`src/sv/dtti_pkg.sv`:
```
// shared types and constants of the decimal text to integer core
// used by every module of the block; depends on nothing

package dtti_pkg;

    // magnitude width and derived widths
    localparam int VALUE_BITS     = 32;
    localparam int OUT_BITS       = 33;
    localparam int OUT_TDATA_BITS = ((OUT_BITS + 7) / 8) * 8;
    localparam int SUM_BITS       = VALUE_BITS + 4;
    localparam int CALC_BITS      = (VALUE_BITS + 1 > OUT_BITS) ? VALUE_BITS + 1 : OUT_BITS;

    // queue between front and back, a power of two
    localparam int QUEUE_DEPTH = 2;
    localparam int QPTR_BITS   = (QUEUE_DEPTH > 1) ? $clog2(QUEUE_DEPTH) : 1;
    localparam int QCNT_BITS   = $clog2(QUEUE_DEPTH + 1);

    // character codes
    localparam logic [7:0] CH_TAB   = 8'h09;
    localparam logic [7:0] CH_CR    = 8'h0D;
    localparam logic [7:0] CH_SPACE = 8'h20;
    localparam logic [7:0] CH_PLUS  = 8'h2B;
    localparam logic [7:0] CH_MINUS = 8'h2D;
    localparam logic [7:0] CH_ZERO  = 8'h30;
    localparam logic [7:0] CH_NINE  = 8'h39;

    // number modes
    localparam logic MODE_SIGNED   = 1'b0;
    localparam logic MODE_UNSIGNED = 1'b1;

    // character classes found by the front
    typedef enum logic [2:0] {
        CLS_BLANK,
        CLS_PLUS,
        CLS_MINUS,
        CLS_DIGIT,
        CLS_OTHER
    } t_char_class;

    // one classified request travelling through the queue
    typedef struct packed {
        t_char_class cls;
        logic [3:0]  digit;
        logic        mode;
        logic        last;
    } t_q_entry;

endpackage

```
`src/sv/decimal_text_to_integer_core.sv`:
```
// top level of the decimal text to integer core
// depends on dtti_pkg, dtti_front, dtti_queue and dtti_back
//
// Input stream: one character per request in i_s_tdata, i_s_tlast on the final
// character of a string. Output stream: one request per string, o_m_tuser is the
// ok flag and o_m_tdata the 33-bit value (two's complement, zero on failure).
// i_cfg_wr_en with i_cfg_wr_data writes the number mode: 0 signed with an optional
// leading sign, 1 unsigned without sign. Write it only while no string is in flight.
// Throughput is one character per cycle while the queue has room; the digit step (times
// ten plus digit and the limit compare) is one adder and comparator in the back end.
// Result path: the last character is written into the two-entry queue when it is
// taken and moves into the result register when it leaves the queue head; o_m_tvalid
// rises once the result register is loaded.
// Reset clears the mode to signed, empties the queue and clears the scan state.
// When the receiver stalls the result holds; characters that are not last keep
// being consumed, a last character waits at the queue head, and o_s_tready falls
// once the queue holds two characters.

module decimal_text_to_integer_core (
    input  logic                                i_clk,
    input  logic                                i_rst_n,
    input  logic                                i_cfg_wr_en,
    input  logic                                i_cfg_wr_data,
    input  logic                                i_s_tvalid,
    output logic                                o_s_tready,
    input  logic [7:0]                          i_s_tdata,    // [7:0] text_byte
    input  logic                                i_s_tlast,    // last_byte
    output logic                                o_m_tvalid,
    input  logic                                i_m_tready,
    output logic [dtti_pkg::OUT_TDATA_BITS-1:0] o_m_tdata,    // [32:0] number_value, rest zero
    output logic                                o_m_tuser     // parse_ok
);

    dtti_pkg::t_q_entry            l_push_entry;
    dtti_pkg::t_q_entry            l_head;
    logic                          l_push;
    logic                          l_pop;
    logic                          l_full;
    logic                          l_empty;
    logic [dtti_pkg::OUT_BITS-1:0] l_value;

    // classify characters
    dtti_front u_front (
        .i_clk         (i_clk),
        .i_rst_n       (i_rst_n),
        .i_cfg_wr_en   (i_cfg_wr_en),
        .i_cfg_wr_data (i_cfg_wr_data),
        .i_valid       (i_s_tvalid),
        .i_text_byte   (i_s_tdata),
        .i_last_byte   (i_s_tlast),
        .i_q_full      (l_full),
        .o_push        (l_push),
        .o_entry       (l_push_entry)
    );

    // decouple front and back
    dtti_queue u_queue (
        .i_clk        (i_clk),
        .i_rst_n      (i_rst_n),
        .i_push       (l_push),
        .i_push_entry (l_push_entry),
        .i_pop        (l_pop),
        .o_full       (l_full),
        .o_empty      (l_empty),
        .o_head       (l_head)
    );

    // scan, accumulate and emit
    dtti_back u_back (
        .i_clk          (i_clk),
        .i_rst_n        (i_rst_n),
        .i_q_empty      (l_empty),
        .i_head         (l_head),
        .o_pop          (l_pop),
        .o_out_valid    (o_m_tvalid),
        .i_out_ready    (i_m_tready),
        .o_parse_ok     (o_m_tuser),
        .o_number_value (l_value)
    );

    assign o_s_tready = !l_full;
    assign o_m_tdata  = dtti_pkg::OUT_TDATA_BITS'(l_value);

endmodule

```
`src/sv/dtti_front.sv`:
```
// front of the decimal text to integer core: mode register and character classifier
// depends on dtti_pkg

module dtti_front (
    input  logic               i_clk,
    input  logic               i_rst_n,
    input  logic               i_cfg_wr_en,
    input  logic               i_cfg_wr_data,
    input  logic               i_valid,
    input  logic [7:0]         i_text_byte,
    input  logic               i_last_byte,
    input  logic               i_q_full,
    output logic               o_push,
    output dtti_pkg::t_q_entry o_entry
);

    logic       r_number_mode;
    logic [7:0] l_diff;

    // number mode register, kept across strings
    always_ff @(posedge i_clk) begin
        if (!i_rst_n) begin
            r_number_mode <= dtti_pkg::MODE_SIGNED;
        end else if (i_cfg_wr_en) begin
            r_number_mode <= i_cfg_wr_data;
        end
    end

    // classify the incoming byte
    assign l_diff = i_text_byte - dtti_pkg::CH_ZERO;

    always_comb begin
        o_entry.digit = l_diff[3:0];
        o_entry.mode  = r_number_mode;
        o_entry.last  = i_last_byte;
        case (i_text_byte) inside
            dtti_pkg::CH_SPACE,
            [dtti_pkg::CH_TAB:dtti_pkg::CH_CR]:   o_entry.cls = dtti_pkg::CLS_BLANK;
            dtti_pkg::CH_PLUS:                    o_entry.cls = dtti_pkg::CLS_PLUS;
            dtti_pkg::CH_MINUS:                   o_entry.cls = dtti_pkg::CLS_MINUS;
            [dtti_pkg::CH_ZERO:dtti_pkg::CH_NINE]: o_entry.cls = dtti_pkg::CLS_DIGIT;
            default:                              o_entry.cls = dtti_pkg::CLS_OTHER;
        endcase
    end

    // request enters the queue whenever there is room
    assign o_push = i_valid && !i_q_full;

endmodule

```
`src/sv/dtti_queue.sv`:
```
// short register queue between front and back of the decimal text to integer core
// depends on dtti_pkg

module dtti_queue (
    input  logic               i_clk,
    input  logic               i_rst_n,
    input  logic               i_push,
    input  dtti_pkg::t_q_entry i_push_entry,
    input  logic               i_pop,
    output logic               o_full,
    output logic               o_empty,
    output dtti_pkg::t_q_entry o_head
);

    dtti_pkg::t_q_entry r_entries [dtti_pkg::QUEUE_DEPTH];
    logic [dtti_pkg::QPTR_BITS-1:0] r_wr_ptr;
    logic [dtti_pkg::QPTR_BITS-1:0] r_rd_ptr;
    logic [dtti_pkg::QCNT_BITS-1:0] r_count;

    // entry storage, no reset needed
    always_ff @(posedge i_clk) begin
        if (i_push) begin
            r_entries[r_wr_ptr] <= i_push_entry;
        end
    end

    // pointers and fill count
    always_ff @(posedge i_clk) begin
        if (!i_rst_n) begin
            r_wr_ptr <= '0;
            r_rd_ptr <= '0;
            r_count  <= '0;
        end else begin
            if (i_push) begin
                r_wr_ptr <= r_wr_ptr + 1'b1;
            end
            if (i_pop) begin
                r_rd_ptr <= r_rd_ptr + 1'b1;
            end
            if (i_push && !i_pop) begin
                r_count <= r_count + 1'b1;
            end else if (!i_push && i_pop) begin
                r_count <= r_count - 1'b1;
            end
        end
    end

    assign o_full  = (r_count == dtti_pkg::QCNT_BITS'(dtti_pkg::QUEUE_DEPTH));
    assign o_empty = (r_count == '0);
    assign o_head  = r_entries[r_rd_ptr];

endmodule

```
`src/sv/dtti_back.sv`:
```
// back of the decimal text to integer core: scan state, accumulator, limit check
// and the result register; depends on dtti_pkg

module dtti_back (
    input  logic                            i_clk,
    input  logic                            i_rst_n,
    input  logic                            i_q_empty,
    input  dtti_pkg::t_q_entry              i_head,
    output logic                            o_pop,
    output logic                            o_out_valid,
    input  logic                            i_out_ready,
    output logic                            o_parse_ok,
    output logic [dtti_pkg::OUT_BITS-1:0]   o_number_value
);

    typedef enum logic [1:0] {
        PH_LEAD,
        PH_SIGN,
        PH_DIGIT,
        PH_TRAIL
    } t_phase;

    t_phase                           r_phase,  n_phase;
    logic [dtti_pkg::VALUE_BITS-1:0]  r_acc,    n_acc;
    logic                             r_neg,    n_neg;
    logic                             r_failed, n_failed;
    logic                             r_out_valid, n_out_valid;
    logic                             r_out_ok,    n_out_ok;
    logic [dtti_pkg::OUT_BITS-1:0]    r_out_value, n_out_value;

    logic [dtti_pkg::SUM_BITS-1:0]    l_acc_ext;
    logic [dtti_pkg::SUM_BITS-1:0]    l_sum;
    logic [dtti_pkg::SUM_BITS-1:0]    l_half;
    logic [dtti_pkg::SUM_BITS-1:0]    l_limit;
    logic [dtti_pkg::CALC_BITS-1:0]   l_mag;
    logic [dtti_pkg::CALC_BITS-1:0]   l_signed;
    logic                             l_ok;

    // a last request waits until the result register is free
    assign o_pop = !i_q_empty && (!i_head.last || !r_out_valid || i_out_ready);

    // times ten plus digit, and the limit for the current mode and sign
    assign l_acc_ext = dtti_pkg::SUM_BITS'(r_acc);
    assign l_sum     = (l_acc_ext << 3) + (l_acc_ext << 1)
                     + dtti_pkg::SUM_BITS'(i_head.digit);
    assign l_half    = dtti_pkg::SUM_BITS'(1) << (dtti_pkg::VALUE_BITS - 1);

    always_comb begin
        if (i_head.mode == dtti_pkg::MODE_UNSIGNED) begin
            l_limit = (l_half << 1) - 1'b1;
        end else if (r_neg) begin
            l_limit = l_half;
        end else begin
            l_limit = l_half - 1'b1;
        end
    end

    // scan step for the head request
    always_comb begin
        n_phase  = r_phase;
        n_acc    = r_acc;
        n_neg    = r_neg;
        n_failed = r_failed;
        if (!r_failed) begin
            case (i_head.cls)
                dtti_pkg::CLS_BLANK: begin
                    if (r_phase == PH_SIGN) begin
                        n_failed = 1'b1;
                    end else if (r_phase == PH_DIGIT) begin
                        n_phase = PH_TRAIL;
                    end
                end
                dtti_pkg::CLS_PLUS,
                dtti_pkg::CLS_MINUS: begin
                    if (r_phase != PH_LEAD || i_head.mode == dtti_pkg::MODE_UNSIGNED) begin
                        n_failed = 1'b1;
                    end else begin
                        n_neg   = (i_head.cls == dtti_pkg::CLS_MINUS);
                        n_phase = PH_SIGN;
                    end
                end
                dtti_pkg::CLS_DIGIT: begin
                    if (r_phase == PH_TRAIL || l_sum > l_limit) begin
                        n_failed = 1'b1;
                    end else begin
                        n_acc   = l_sum[dtti_pkg::VALUE_BITS-1:0];
                        n_phase = PH_DIGIT;
                    end
                end
                default: begin
                    n_failed = 1'b1;
                end
            endcase
        end
    end

    // result of a string once its last byte is taken
    assign l_ok     = !n_failed && (n_phase == PH_DIGIT || n_phase == PH_TRAIL);
    assign l_mag    = dtti_pkg::CALC_BITS'(n_acc);
    assign l_signed = n_neg ? (~l_mag + 1'b1) : l_mag;

    always_comb begin
        n_out_valid = r_out_valid;
        n_out_ok    = r_out_ok;
        n_out_value = r_out_value;
        if (o_pop && i_head.last) begin
            n_out_valid = 1'b1;
            n_out_ok    = l_ok;
            n_out_value = l_ok ? l_signed[dtti_pkg::OUT_BITS-1:0] : '0;
        end else if (i_out_ready) begin
            n_out_valid = 1'b0;
        end
    end

    // scan state and result register
    always_ff @(posedge i_clk) begin
        if (!i_rst_n) begin
            r_phase     <= PH_LEAD;
            r_acc       <= '0;
            r_neg       <= 1'b0;
            r_failed    <= 1'b0;
            r_out_valid <= 1'b0;
        end else begin
            r_out_valid <= n_out_valid;
            if (o_pop) begin
                if (i_head.last) begin
                    r_phase  <= PH_LEAD;
                    r_acc    <= '0;
                    r_neg    <= 1'b0;
                    r_failed <= 1'b0;
                end else begin
                    r_phase  <= n_phase;
                    r_acc    <= n_acc;
                    r_neg    <= n_neg;
                    r_failed <= n_failed;
                end
            end
        end
        r_out_ok    <= n_out_ok;
        r_out_value <= n_out_value;
    end

    assign o_out_valid    = r_out_valid;
    assign o_parse_ok     = r_out_ok;
    assign o_number_value = r_out_value;

`ifndef ASSERT_OFF
    // a failed parse always carries a zero value
    a_fail_zero: assert property (@(posedge i_clk) disable iff (!i_rst_n)
        r_out_valid && !r_out_ok |-> r_out_value == '0)
        else $error("failed result with non-zero value");

    // the scan state is clear after a last byte
    a_clear_after_last: assert property (@(posedge i_clk) disable iff (!i_rst_n)
        o_pop && i_head.last |=> r_phase == PH_LEAD && r_acc == '0 && !r_neg && !r_failed)
        else $error("scan state not cleared after last byte");

    // no magnitude before the first digit
    a_acc_zero_early: assert property (@(posedge i_clk) disable iff (!i_rst_n)
        r_phase == PH_LEAD || r_phase == PH_SIGN |-> r_acc == '0)
        else $error("accumulator set before any digit");

    // a failed string leaves the magnitude alone
    a_failed_hold: assert property (@(posedge i_clk) disable iff (!i_rst_n)
        r_failed && o_pop && !i_head.last |=> $stable(r_acc) && r_failed)
        else $error("accumulator moved after failure");
`endif

endmodule
```
`config.mk`:
```
export PLATFORM = sky130hd
export DESIGN_NAME = decimal_text_to_integer_core
export DESIGN_NICKNAME = d
export VERILOG_FILES = /design/src/sv/dtti_pkg.sv /design/src/sv/decimal_text_to_integer_core.sv /design/src/sv/dtti_front.sv /design/src/sv/dtti_queue.sv /design/src/sv/dtti_back.sv
export SDC_FILE = /design/constraint.sdc
export NUM_CORES = 1
export LEC_CHECK = 0
export BUFFER_PORTS_ARGS = -buffer_cell sky130_fd_sc_hd__buf_2
export CELL_PAD_IN_SITES_DETAIL_PLACEMENT = 0
export CELL_PAD_IN_SITES_GLOBAL_PLACEMENT = 1
export CORE_UTILIZATION = 48
export DETAILED_ROUTE_END_ITERATION = 10
export GPL_TIMING_DRIVEN = 0
export PLACE_DENSITY = 0.94
export SLEW_MARGIN = 20
export SYNTH_ARGS = -nofsm -noshare
export SYNTH_HDL_FRONTEND = slang
export SYNTH_SLANG_ARGS = --single-unit
```
`constraint.sdc`:
```
create_clock -name i_clk -period 9.6 [get_ports i_clk]
set_input_delay 1.92 -clock i_clk [delete_from_list [all_inputs] [get_ports i_clk]]
set_output_delay 1.92 -clock i_clk [all_outputs]
set_load 0.02 [all_outputs]
```
# [Yosys cells after proc, flatten, opt, wreduce, memory -nomap -nowiden]
# Memory sizes are Yosys's and may differ from the RTL's. A register that Yosys moved wholly into a read port is not among the register bits.
# Cells that the tools add are included.
[totals] ram_bits=18 latchBits=0 register_bits=76 rom_bits=0 memories=1 input_bits=15 wordCells=103
[op_classes] muxes=36 add_sub_neg=8 div_mod_pow=0 bitwise=1 n_lt_le_gt_ge=5 reduce_logical=28 shifts=0 multipliers=0 eq_ne=12
[memory_table] name="u_queue.r_entries" words=2 word_bits=9 rd=1 rd_ports_with_merged_regs=1 wr=1 line="dtti_queue.sv:15" text="dtti_pkg::t_q_entry r_entries [dtti_pkg::QUEUE_DEPTH];"
[ops] op="$mux W32" n=7
[ops] op="$add A35 B33 Y36" n=1
[ops] op="$add A36 B4 Y36" n=1
[ops] op="$gt A36 B36 Y1" n=1
[ops] op="$add A33 B1 Y33 const B" n=1
[ops] op="$not A32 Y33" n=1
[ops] op="$eq A8 B6 Y1 const B" n=3
[ops] op="$mux W2" n=8
[ops] op="$mux W1" n=15
[ops] op="$mux W3" n=4
[ops] op="$eq A2 B2 Y1 const B" n=5
[ops] op="$ge A8 B4 Y1 const B" n=1
[ops] op="$ge A8 B6 Y1 const B" n=1
[ops] op="$le A8 B4 Y1 const B" n=1
[ops] op="$le A8 B6 Y1 const B" n=1
[ops] op="$logic_and A1 B1 Y1" n=8
[ops] op="$logic_not A1 Y1" n=7
[ops] op="$eq A3 B2 Y1 const B" n=2
[ops] op="$pmux W2 S3" n=1
[ops] op="$reduce_bool A2 Y1" n=3
[ops] op="$logic_or A1 B1 Y1" n=5
[ops] op="$reduce_or A2 Y1" n=2
[ops] op="$sub A4 B1 Y4 const B" n=1
[ops] op="$eq A3 B1 Y1 const B" n=1
[ops] op="other kinds (8)" n=9

# [Logic depth before layout (Yosys ltp)]
# Gate-level depths: netlist (run 1).
[depth] word_depth=11 mapped_depth=30 depth_no_buf=27

# [Hierarchy]
# A second synthesis (run 1) with hierarchy kept.
[unflattened] hier_cells=987 area_unflattened_um2=8655.8
[modules_own_cells] mod="dtti_back" instances=1 area_per_inst_um2=7532.2 cells_each=900 seq_area_each_um2=1761.7
[modules_own_cells] mod="dtti_queue" instances=1 area_per_inst_um2=865.8 cells_each=50 seq_area_each_um2=640.6
[modules_own_cells] mod="dtti_front" instances=1 area_per_inst_um2=197.7 cells_each=28 seq_area_each_um2=20.0
[modules_own_cells] mod="decimal_text_to_integer_core" instances=1 area_per_inst_um2=60.1 cells_each=9 seq_area_each_um2=0.0

# [Least setup slack after synthesis (run 1)]
# Ideal clock, no wire load.
[synth_path] path_kind="reg2reg" start="reg (tool-made name)" end="reg u_back.r_out_value (netlist bit u_back.o_number_value[26]) (data pin)" setup_time_ns=0.271 setup_slack_ns=2.841 required_time_ns=9.329 synth_period_minus_slack_ns=6.759 arrival_time_ns=6.488 path_stages_with_launch=27 cell_sequence="dfxtp_1 > buf_2 > mux2_2 > fa_1 > fa_1 > a21o_1 > a221oi_4 > nor4_4 > o31ai_1 > xor2_1 > inv_1 > ha_1 > nand4_1 > nor4_1 > and4_1 > nor3_1 > or3_1 > a211oi_2 > and4b_4 > buf_6 > buf_6 > mux2i_1 > ha_1 > clkbuf_1 > o221a_1 > o21ai_1 > nor3b_2"
[synth_lines] element="end signal, assigned" line="dtti_back.sv:140" text="r_out_value <= n_out_value;"
[synth_lines] element="end, declared" line="dtti_back.sv:29" text="logic [dtti_pkg::OUT_BITS-1:0] r_out_value, n_out_value;"

==> results of run 1 <==
## metal layers
layer,GRT usage,vias up,part of all wire
li1,-,3791,-
met1,0.3748,3716,0.45
met2,0.4315,301,0.45
met3,0.03481,51,0.064
met4,0.09506,0,0.029
met5,0,-,0
## critical path: cells and delay by family (launching register included)
family / cells / cell delay, ps
DFF: 1 / 310
buffers and inverters: 5 / 1210
adders and majority gates: 4 / 1610
xor gates and xnor gates: 1 / 400
and+or+nand+nor: 8 / 2100
AOI/OAI and AO/OA: 6 / 1720
muxes: 2 / 680
## cells by family (layout without fill, tap and decap cells)
family,after synthesis,count (layout),share of synthesized area
DFF,95,95,0.2783
other,1,7,0.0004309
AOI/OAI and AO/OA,258,258,0.2020
buffers and inverters,68,137,0.03953
and+or+nand+nor,353,353,0.2154
adders and majority gates,99,99,0.1440
xor gates and xnor gates,46,46,0.04715
muxes,60,60,0.07317
## through the flow
stage | setup slack (ps) | util | hold slack, ps | cells | cell area [um2]
after floorplan | 2841 | - | 424.9 | 986 | 8726
after global placement | 1335 | 0.5297 | 439.2 | 1261 | 9258
after detailed placement | 1352 | 0.5313 | 448.7 | 1264 | 9285
after CTS | 1302 | 0.5494 | 464.4 | 1280 | 9602
after global routing | 883.3 | 0.5494 | 474.6 | 1280 | 9602
final | 1262 | 0.5494 | 464.2 | 1280 | 9602
## final cells by class
cell class,count,area [um2],area share
multi-input combinational,823,5964,0.6212
sequential,95,2422,0.2523
tap,225,281.5,0.02932
clock buffer,11,275.3,0.02867
timing repair buffer,53,272.8,0.02841
buffer,47,265.3,0.02763
inverter,21,78.83,0.008210
clock inverter,5,41.29,0.004300
## state kept, by name, summed over array words and instances, names as in the netlist, named ones only
signal and count:
u_back.r_phase 2, u_queue.r_rd_ptr 1, u_queue.r_count 2, u_back.r_neg 1, u_back.o_number_value 33, u_back.r_failed 1
u_front.r_number_mode 1, u_back.r_acc 32, u_back.o_parse_ok 1, u_queue.r_wr_ptr 1, u_back.o_out_valid 1, u_queue.r_entries 18
## cells in the final DEF, fill, tap and decap left out, types with 11 or more instances in the layout
cell	count
nor3_1	32
nand3_1	14
mux2i_1	42
xnor2_1	15
ha_1	97
dfxtp_1	43
nor2b_1	21
o21ai_0	47
xor2_1	30
inv_1	20
mux2_2	11
and3_1	14
and2_1	32
a21oi_1	72
o211ai_1	13
nor2_1	78
buf_2	55
a22oi_1	14
or3_1	20
clkbuf_1	25
nand2_1	82
edfxtp_1	52
clkbuf_16	11
nand4_1	13
buf_4	12
a21o_1	18
## path summary, 6_finish.rpt
path	cells after the start	end	slack, ps	start
worst max-delay path	26	u_back.o_number_value[26]	1260	flop
worst min-delay path	0	u_queue.r_entries[1][1]	460	u_front.r_number_mode
worst max register to register	26	u_back.o_number_value[26]	1260	flop
worst min register to register	0	u_queue.r_entries[1][1]	460	u_front.r_number_mode
## power groups by stage
stage / clock (W) / combinational [W] / sequential [W]
after floorplan: 0 / 0.000334 / 0.000574
after CTS: 0.000383 / 0.000553 / 0.000521
after global routing: 0.000396 / 0.000602 / 0.000525
after detailed placement: 0 / 0.000550 / 0.000529
final: 0.000381 / 0.000560 / 0.000519
after global placement: 0 / 0.000526 / 0.000533
==> flow_summary.ini, run 1 <==
[synth]
synthTopCellsByCount = 97 x ha_1, 82 x nand2_1, 78 x nor2_1, 72 x a21oi_1, 52 x edfxtp_1
synth_top_flop_cell = edfxtp_1
postSynth.asyncResetShare = 0
cells_taking_the_most_area_after_synthesis = edfxtp_1 18%, ha_1 14%, dfxtp_1 9.9%
seq_area_frac_synth = 0.2783
synthMostInstantiatedCell = ha_1
syn_area_um2 = 8703
yosys_synthesis_warning_count = 0
synth_top_cell_by_area = edfxtp_1
post_synth.cell_area_avg_um2 = 8.881
synth_enable_flop_cells = 52
synth_seq_cells = 95
synth_cells = 980
post_synth_num_cell_types = 89
synthDominantCellAreaShare = 0.1794

[routing]
detailroute.via_count = 7859
drt-initial-drc-count = 802
drc = 0
final_antenna_net_count = 0
routed_wire_length_per_instance_um = 19.41
routed_wirelength_mm = 24.85
vias_per_cell = 6.140
drt_pre_antenna_iters = 5

[cts]
cts_num_sinks = 95
clk_transition_reported_paths_ps = 70
cts.hold.buffers_added = 0
cts-buffers-inserted = 9
root_buffer = clkbuf_16
ctsResizeCount = 0
clock_latency_ps = 350
tritoncts_clock_tree = yes
post_cts.repair.setup_buffers = 0
ctsLongestPathBuffers = 2
cts.htree.levels = 3

[power]
intPower_w = 0.0008908
power_density_nw_per_um2 = 152.1
relative_contribution_of_the_clock_network_to_total_power = 0.261
max-vdd-ir-drop_mv = 0.1515
p_seq_frac = 0.356
share_comb_of_total_power = 0.384
net_switching_component_of_the_power_w = 0.0005697
switching_share = 0.3901
finalPower_w = 0.001460
leakagePower_nw = 4.098

[finish]
design.final.nets = 1164
number_of_diodes = 0
count_of_filler_cells_inserted_in_the_layout = 1613
layout-area-overhead-vs-synth_pct = 10.32
post_route_cells_drive_above_1_share = 0.1299

[sta]
rsz_0062_raised_after_global_routing = false
tightest_slew_ps = 1147
finalWorstPathRequiredPeriod_ps = 8338
fin_worst_skew_ps = 11.08
layout_worst_path_cycle_share = 0.8686
final-setup-viol-count = 0
fin_hold_viols = 0
timing.max_slew.rel_slack = 0.2356
pins_over_slew_limit = 0
finalSetupTns_ps = 0
fmax_ghz = 0.1199

[floorplanning]
start_util = 0.4980
dieHeight_um = 136.7
fp.dieW_um = 136.7
dieArea_um2 = 18670
core_um2 = 17480
io_pins = 58
core.rowCount = 48

[placed_design]
io_buffer_count = 50
routabilityCongestion = 0.9153
hpwlAfterDp_mm = 19.25

[global_routing]
grt_pass1_wl_mm = 38.96
grt_antenna_before_repair = 0
grt_start_max_net_pins = 31
grt_remaining_overflow = 0
total_global_route_track_usage = 0.2711
grt_pass1_vias = 7254

[worst_setup_path]
critPathArrivalTime_ps = 8410
cp.required_ps = 9670
critical_path.startpoint_type = flop
timing_worst_setup_path_type = reg -> reg
worstPathMaxFanout = 10
crit_path_top_delay_cell = nor4_1
critPathMaxStageDelay_ps = 580
worstSetupEndpointType = flop

[run_status]
run_status = complete, no violations

[worst_hold_path]
timing.hold.worst.class = reg -> reg

[job]
max_cap_viol_count = 0
No activity file was read; power rests on OpenSTA's default activity.
==> inputs of run 2 (changes only) <==
Settings changed: ABC_AREA set to 1, CORE_UTILIZATION 48 to 45.
==> flow_summary.ini, run 2 <==
[worst_setup_path]
critPathMaxStageDelay_ps = 500
worstPathMaxFanout = 10
worstSetupEndpointType = flop
timing_worst_setup_path_type = reg -> reg
critical_path.startpoint_type = flop
critical_path.most_common_cell = nand2_1
cp.required_ps = 9690
crit_path_top_delay_cell = fa_1
critPathArrivalTime_ps = 6810

[cts]
ctsLongestPathBuffers = 2
ctsResizeCount = 0
cts.hold.buffers_added = 0
clock_latency_ps = 350
cts-buffers-inserted = 9
tritoncts_clock_tree = yes
cts_num_sinks = 95
clk_transition_reported_paths_ps = 70
root_buffer = clkbuf_16
post_cts.repair.setup_buffers = 0
cts.htree.levels = 3

[routing]
drt_pre_antenna_iters = 5
drc = 0
drt-initial-drc-count = 549
routed_wirelength_mm = 22.18
vias_per_cell = 5.207
routed_wire_length_per_instance_um = 14.16
final_antenna_net_count = 0
detailroute.via_count = 8154

[synth]
synthDominantCellAreaShare = 0.1833
post_synth_num_cell_types = 50
postSynth.asyncResetShare = 0
synth_top_flop_cell = edfxtp_1
synth_enable_flop_cells = 52
post_synth_xor_area_fraction = 0.02455
largest_family_of_logic_cells_by_synthesized_area = simple AND/OR/NAND/NOR gates
synthTopCellsByCount = 418 x nand2_1, 120 x nor2_1, 117 x inv_1, 110 x a21oi_1, 97 x ha_1
synth.mux.area_fraction = 0.002338
synth_seq_cells = 95
post_synth.cell_area_avg_um2 = 6.794
seq_area_frac_synth = 0.2830
yosys_synthesis_warning_count = 0
synth-simple-area-share = 0.3560
synth_cells = 1260
cells_taking_the_most_area_after_synthesis = nand2_1 18%, edfxtp_1 18%, ha_1 14%
synth_adder_area_share = 0.1464
syn_area_um2 = 8561
synth-compound-area-share = 0.1035
synthMostInstantiatedCell = nand2_1
synth_top_cell_by_area = nand2_1

[worst_hold_path]
timing.hold.worst.class = reg -> reg

[finish]
number_of_diodes = 0
final_core_utilization = 0.5037
largest_reg_flops = 33
stdcell_area_um2 = 9423
multi_input_comb_area_um2 = 5444
final_cell_mix = 418 x nand2_1, 120 x nor2_1, 116 x inv_1
post_route_cells_drive_above_1_share = 0.1209
regArea_um2 = 2422
design.final.nets = 1441
count_of_filler_cells_inserted_in_the_layout = 1883
layout-area-overhead-vs-synth_pct = 10.07
layout.cells.most_common = nand2_1

[placed_design]
routabilityCongestion = 0.9062
placed_cell_area_um2 = 9126
hpwlAfterDp_mm = 18.05
pre_cts_ws_ps = 2933
io_buffer_count = 50

[global_routing]
grt_remaining_overflow = 0
grt_pass1_wl_mm = 36.43
grt_antenna_before_repair = 0
grt_start_max_net_pins = 36
grt_pass1_vias = 7550
total_global_route_track_usage = 0.2354

[floorplanning]
fp.dieW_um = 139.9
dieArea_um2 = 19580
io_pins = 58
core_um2 = 18710
core.rowCount = 50
dieHeight_um = 139.9
start_util = 0.4577

[power]
finalPower_w = 0.001461
max-vdd-ir-drop_mv = 0.1735
power_density_nw_per_um2 = 155.1
leakagePower_nw = 4.879

[sta]
timing.max_slew.rel_slack = 0.3347
finalWorstPathRequiredPeriod_ps = 6716
rsz_0062_raised_after_global_routing = false
tightest_slew_ps = 996.9
fmax_ghz = 0.1489
pins_over_slew_limit = 0
final-setup-viol-count = 0
fin_worst_skew_ps = 10.32
layout_worst_path_cycle_share = 0.6996
finalSetupTns_ps = 0
fin_hold_viols = 0
worst_slack_ps = 2884

[run_status]
run_status = complete, no violations

[job]
max_cap_viol_count = 0
run 2: changes by cell type after synthesis, moves of 24 or more:
cell / previous run / this run
mux2i_1: 42 / 2
inv_1: 21 / 117
nand2_2: 0 / 30
nand4_1: 13 / 42
and2_1: 32 / 3
nor2_1: 78 / 120
a21oi_1: 72 / 110
nand3_1: 14 / 39
nand2_1: 82 / 418
o21ai_0: 47 / 23
run 2: path summary, 6_finish.rpt:
kind | start | end | slack [ps] | cells after the start
worst min-delay path | u_queue.r_rd_ptr | u_queue.r_rd_ptr | 460 | 1
worst max-delay path | flop | u_back.o_number_value[32] | 2880 | 34
worst min register to register | u_queue.r_rd_ptr | u_queue.r_rd_ptr | 460 | 1
worst max register to register | flop | u_back.o_number_value[32] | 2880 | 34
run 2: layout make-up:
type | instances | share of cell area
buffer | 37 | 0.02191
clock buffer | 11 | 0.02470
clock inverter | 5 | 0.006772
inverter | 136 | 0.05418
multi-input combinational | 998 | 0.5777
sequential | 95 | 0.2571
tap | 234 | 0.03107
timing repair buffer | 50 | 0.02656
run 2: cells by family (layout without fill, tap and decap cells):
group                      count (synthesis)  count (layout)
muxes                                      2               2
DFF                                       95              95
and+or+nand+nor                          701             701
xor gates and xnor gates                  24              24
AOI/OAI and AO/OA                        165             165
adders and majority gates                 99              99
buffers and inverters                    173             239
other                                      1               7
run 2: report_power, final:
| group | switching [W] | internal [W] |
|---|---|---|
| registers | 0.0000173 | 0.000504 |
| clock network | 0.000166 | 0.000205 |
| logic | 0.000420 | 0.000149 |
| total | 0.000604 | 0.000857 |
run 2: routing by layer:
layer | vias up | part of all wire | global-route usage
met5 | - | 0 | 0
met4 | 0 | 0.016 | 0.05899
met3 | 28 | 0.056 | 0.03795
met2 | 213 | 0.46 | 0.3984
met1 | 3643 | 0.47 | 0.3120
li1 | 4270 | - | -
run 2: metrics by stage:
stage	std cells	hold slack, ps
after detailed placement	1550	448.7
after global routing	1566	480.1
after global placement	1550	432.6
after floorplan	1266	420.3
final	1566	455.9
after CTS	1566	456.1
run 2: critical path, delay by kind of cell, from the launching register on:
family / cells / cell delay, ps
XOR/XNOR: 1 / 140
AND/OR/NAND/NOR: 21 / 3260
buffers and inverters: 4 / 650
adder cells (fa/ha/maj): 4 / 1340
flip-flops: 1 / 300
AO/OA/AOI/OAI: 4 / 730
==> inputs of run 3 (changes only) <==
Settings changed: CORE_UTILIZATION 45 to 41, PLACE_DENSITY 0.94 to 0.91.
Clock period 9.6 ns to 5.69 ns, I/O delays scaled along.
==> flow_summary.ini, run 3 (same netlist as run 2, synthesis figures left out) <==
[finish]
design.final.nets = 1457
regArea_um2 = 2422
final_cell_mix = 406 x nand2_1, 116 x inv_1, 112 x nor2_1
layout.cells.most_common = nand2_1
count_of_filler_cells_inserted_in_the_layout = 2055
number_of_diodes = 0
layout-area-overhead-vs-synth_pct = 16.16
post_route_cells_drive_above_1_share = 0.1728
largest_reg_flops = 33
multi_input_comb_area_um2 = 5751
final_core_utilization = 0.4883

[power]
leakagePower_nw = 5.057
net_switching_component_of_the_power_w = 0.001092
intPower_w = 0.001520
max-vdd-ir-drop_mv = 0.2509
share_comb_of_total_power = 0.422
power_density_nw_per_um2 = 262.7
finalPower_w = 0.002612
relative_contribution_of_the_clock_network_to_total_power = 0.241
p_seq_frac = 0.337
switching_share = 0.4181

[routing]
drc = 0
drt-initial-drc-count = 581
drt_pre_antenna_iters = 5
vias_per_cell = 5.130
final_antenna_net_count = 0
detailroute.via_count = 8301
routed_wirelength_mm = 23.34
routed_wire_length_per_instance_um = 14.42

[floorplanning]
core.rowCount = 52
io_pins = 58
dieHeight_um = 146.5
core_um2 = 20360
dieArea_um2 = 21460
fp.dieW_um = 146.5
start_util = 0.4204

[worst_setup_path]
crit_path_top_delay_cell = fa_2
critical_path.most_common_cell = nand2_1
critical_path.n_buffers_inverters = 6
worstPathMaxFanout = 9
worstSetupEndpointType = flop
cp_top_family = simple AND/OR/NAND/NOR gates
cp.required_ps = 5800
critPathMaxStageDelay_ps = 470
timing_worst_setup_path_type = reg -> reg
critical_path.startpoint_type = flop
critPathArrivalTime_ps = 5550

[cts]
clock_latency_ps = 360
cts_num_sinks = 95
cts.htree.levels = 3
root_buffer = clkbuf_16
cts.hold.buffers_added = 0
cts-buffers-inserted = 9
ctsLongestPathBuffers = 2
clk_transition_reported_paths_ps = 70
tritoncts_clock_tree = yes

[sta]
fin_worst_skew_ps = 15.55
final-setup-viol-count = 0
tightest_slew_ps = 1106
worst_slack_ps = 248.8
fmax_ghz = 0.1838
pins_over_slew_limit = 0
layout_worst_path_cycle_share = 0.9563
timing.max_slew.rel_slack = 0.2618
fin_hold_viols = 0
fin_worst_hold_slack_ps = 456.4
finalSetupTns_ps = 0
finalWorstPathRequiredPeriod_ps = 5441

[global_routing]
grt_pass1_wl_mm = 37.78
grt_remaining_overflow = 0
total_global_route_track_usage = 0.2231
grt_pass1_vias = 7633
grt_antenna_before_repair = 0
grt_start_max_net_pins = 36

[placed_design]
hpwlAfterDp_mm = 18.56
io_buffer_count = 50
pre_cts_ws_ps = -870.8
routabilityCongestion = 0.9164

[job]
max_cap_viol_count = 0

[run_status]
run_status = complete, no violations

[worst_hold_path]
timing.hold.worst.class = reg -> reg
-- run 3: changes by cell type in the layout (fill, tap and decap cells not counted), sizes merged --
cell and change:
clkbuf -3, inv +1, clkinv +1, buf +18, bufinv -1
-- run 3: path summary, 6_finish.rpt --
kind / from / to / slack (ps) / depth (start not counted)
max: flop / u_back.o_number_value[18] / 250 / 36
min: u_queue.r_rd_ptr / u_queue.r_rd_ptr / 460 / 1
max reg2reg: flop / u_back.o_number_value[18] / 250 / 36
min reg2reg: u_queue.r_rd_ptr / u_queue.r_rd_ptr / 460 / 1
-- run 3: cell type report --
cell class	count	share of cell area
inverter	136	0.05159
clock buffer	10	0.02403
timing repair buffer	67	0.04001
sequential	95	0.2436
clock inverter	6	0.006417
buffer	36	0.02214
tap	270	0.03397
multi-input combinational	998	0.5783
-- run 3: timing repair --
action                                  in CTS  in global routing
resized for setup                           27                 51
pin swaps                                   11                 21
endpoints found under the setup margin      35                 34
buffers inserted                             7                 10
-- run 3: per-layer routing --
metal,share of wire,track usage
met2,0.45,0.3660
met3,0.046,0.02781
met4,0.026,0.08542
met5,0,0
met1,0.47,0.2982
-- run 3: power groups by stage --
stage	registers, W	logic, W	clock network, W
final	0.000880	0.00110	0.000629
after global routing	0.000892	0.00121	0.000669
after CTS	0.000881	0.00102	0.000645
after detailed placement	0.000895	0.000966	0
after global placement	0.000895	0.000956	0
after floorplan	0.000978	0.000582	0
-- run 3: per-stage QoR --
step                      area (um2)  std cells
final                           9945       1618
after global routing            9945       1618
after CTS                       9634       1609
after detailed placement        9171       1586
after global placement          9171       1586
after floorplan                 8583       1266
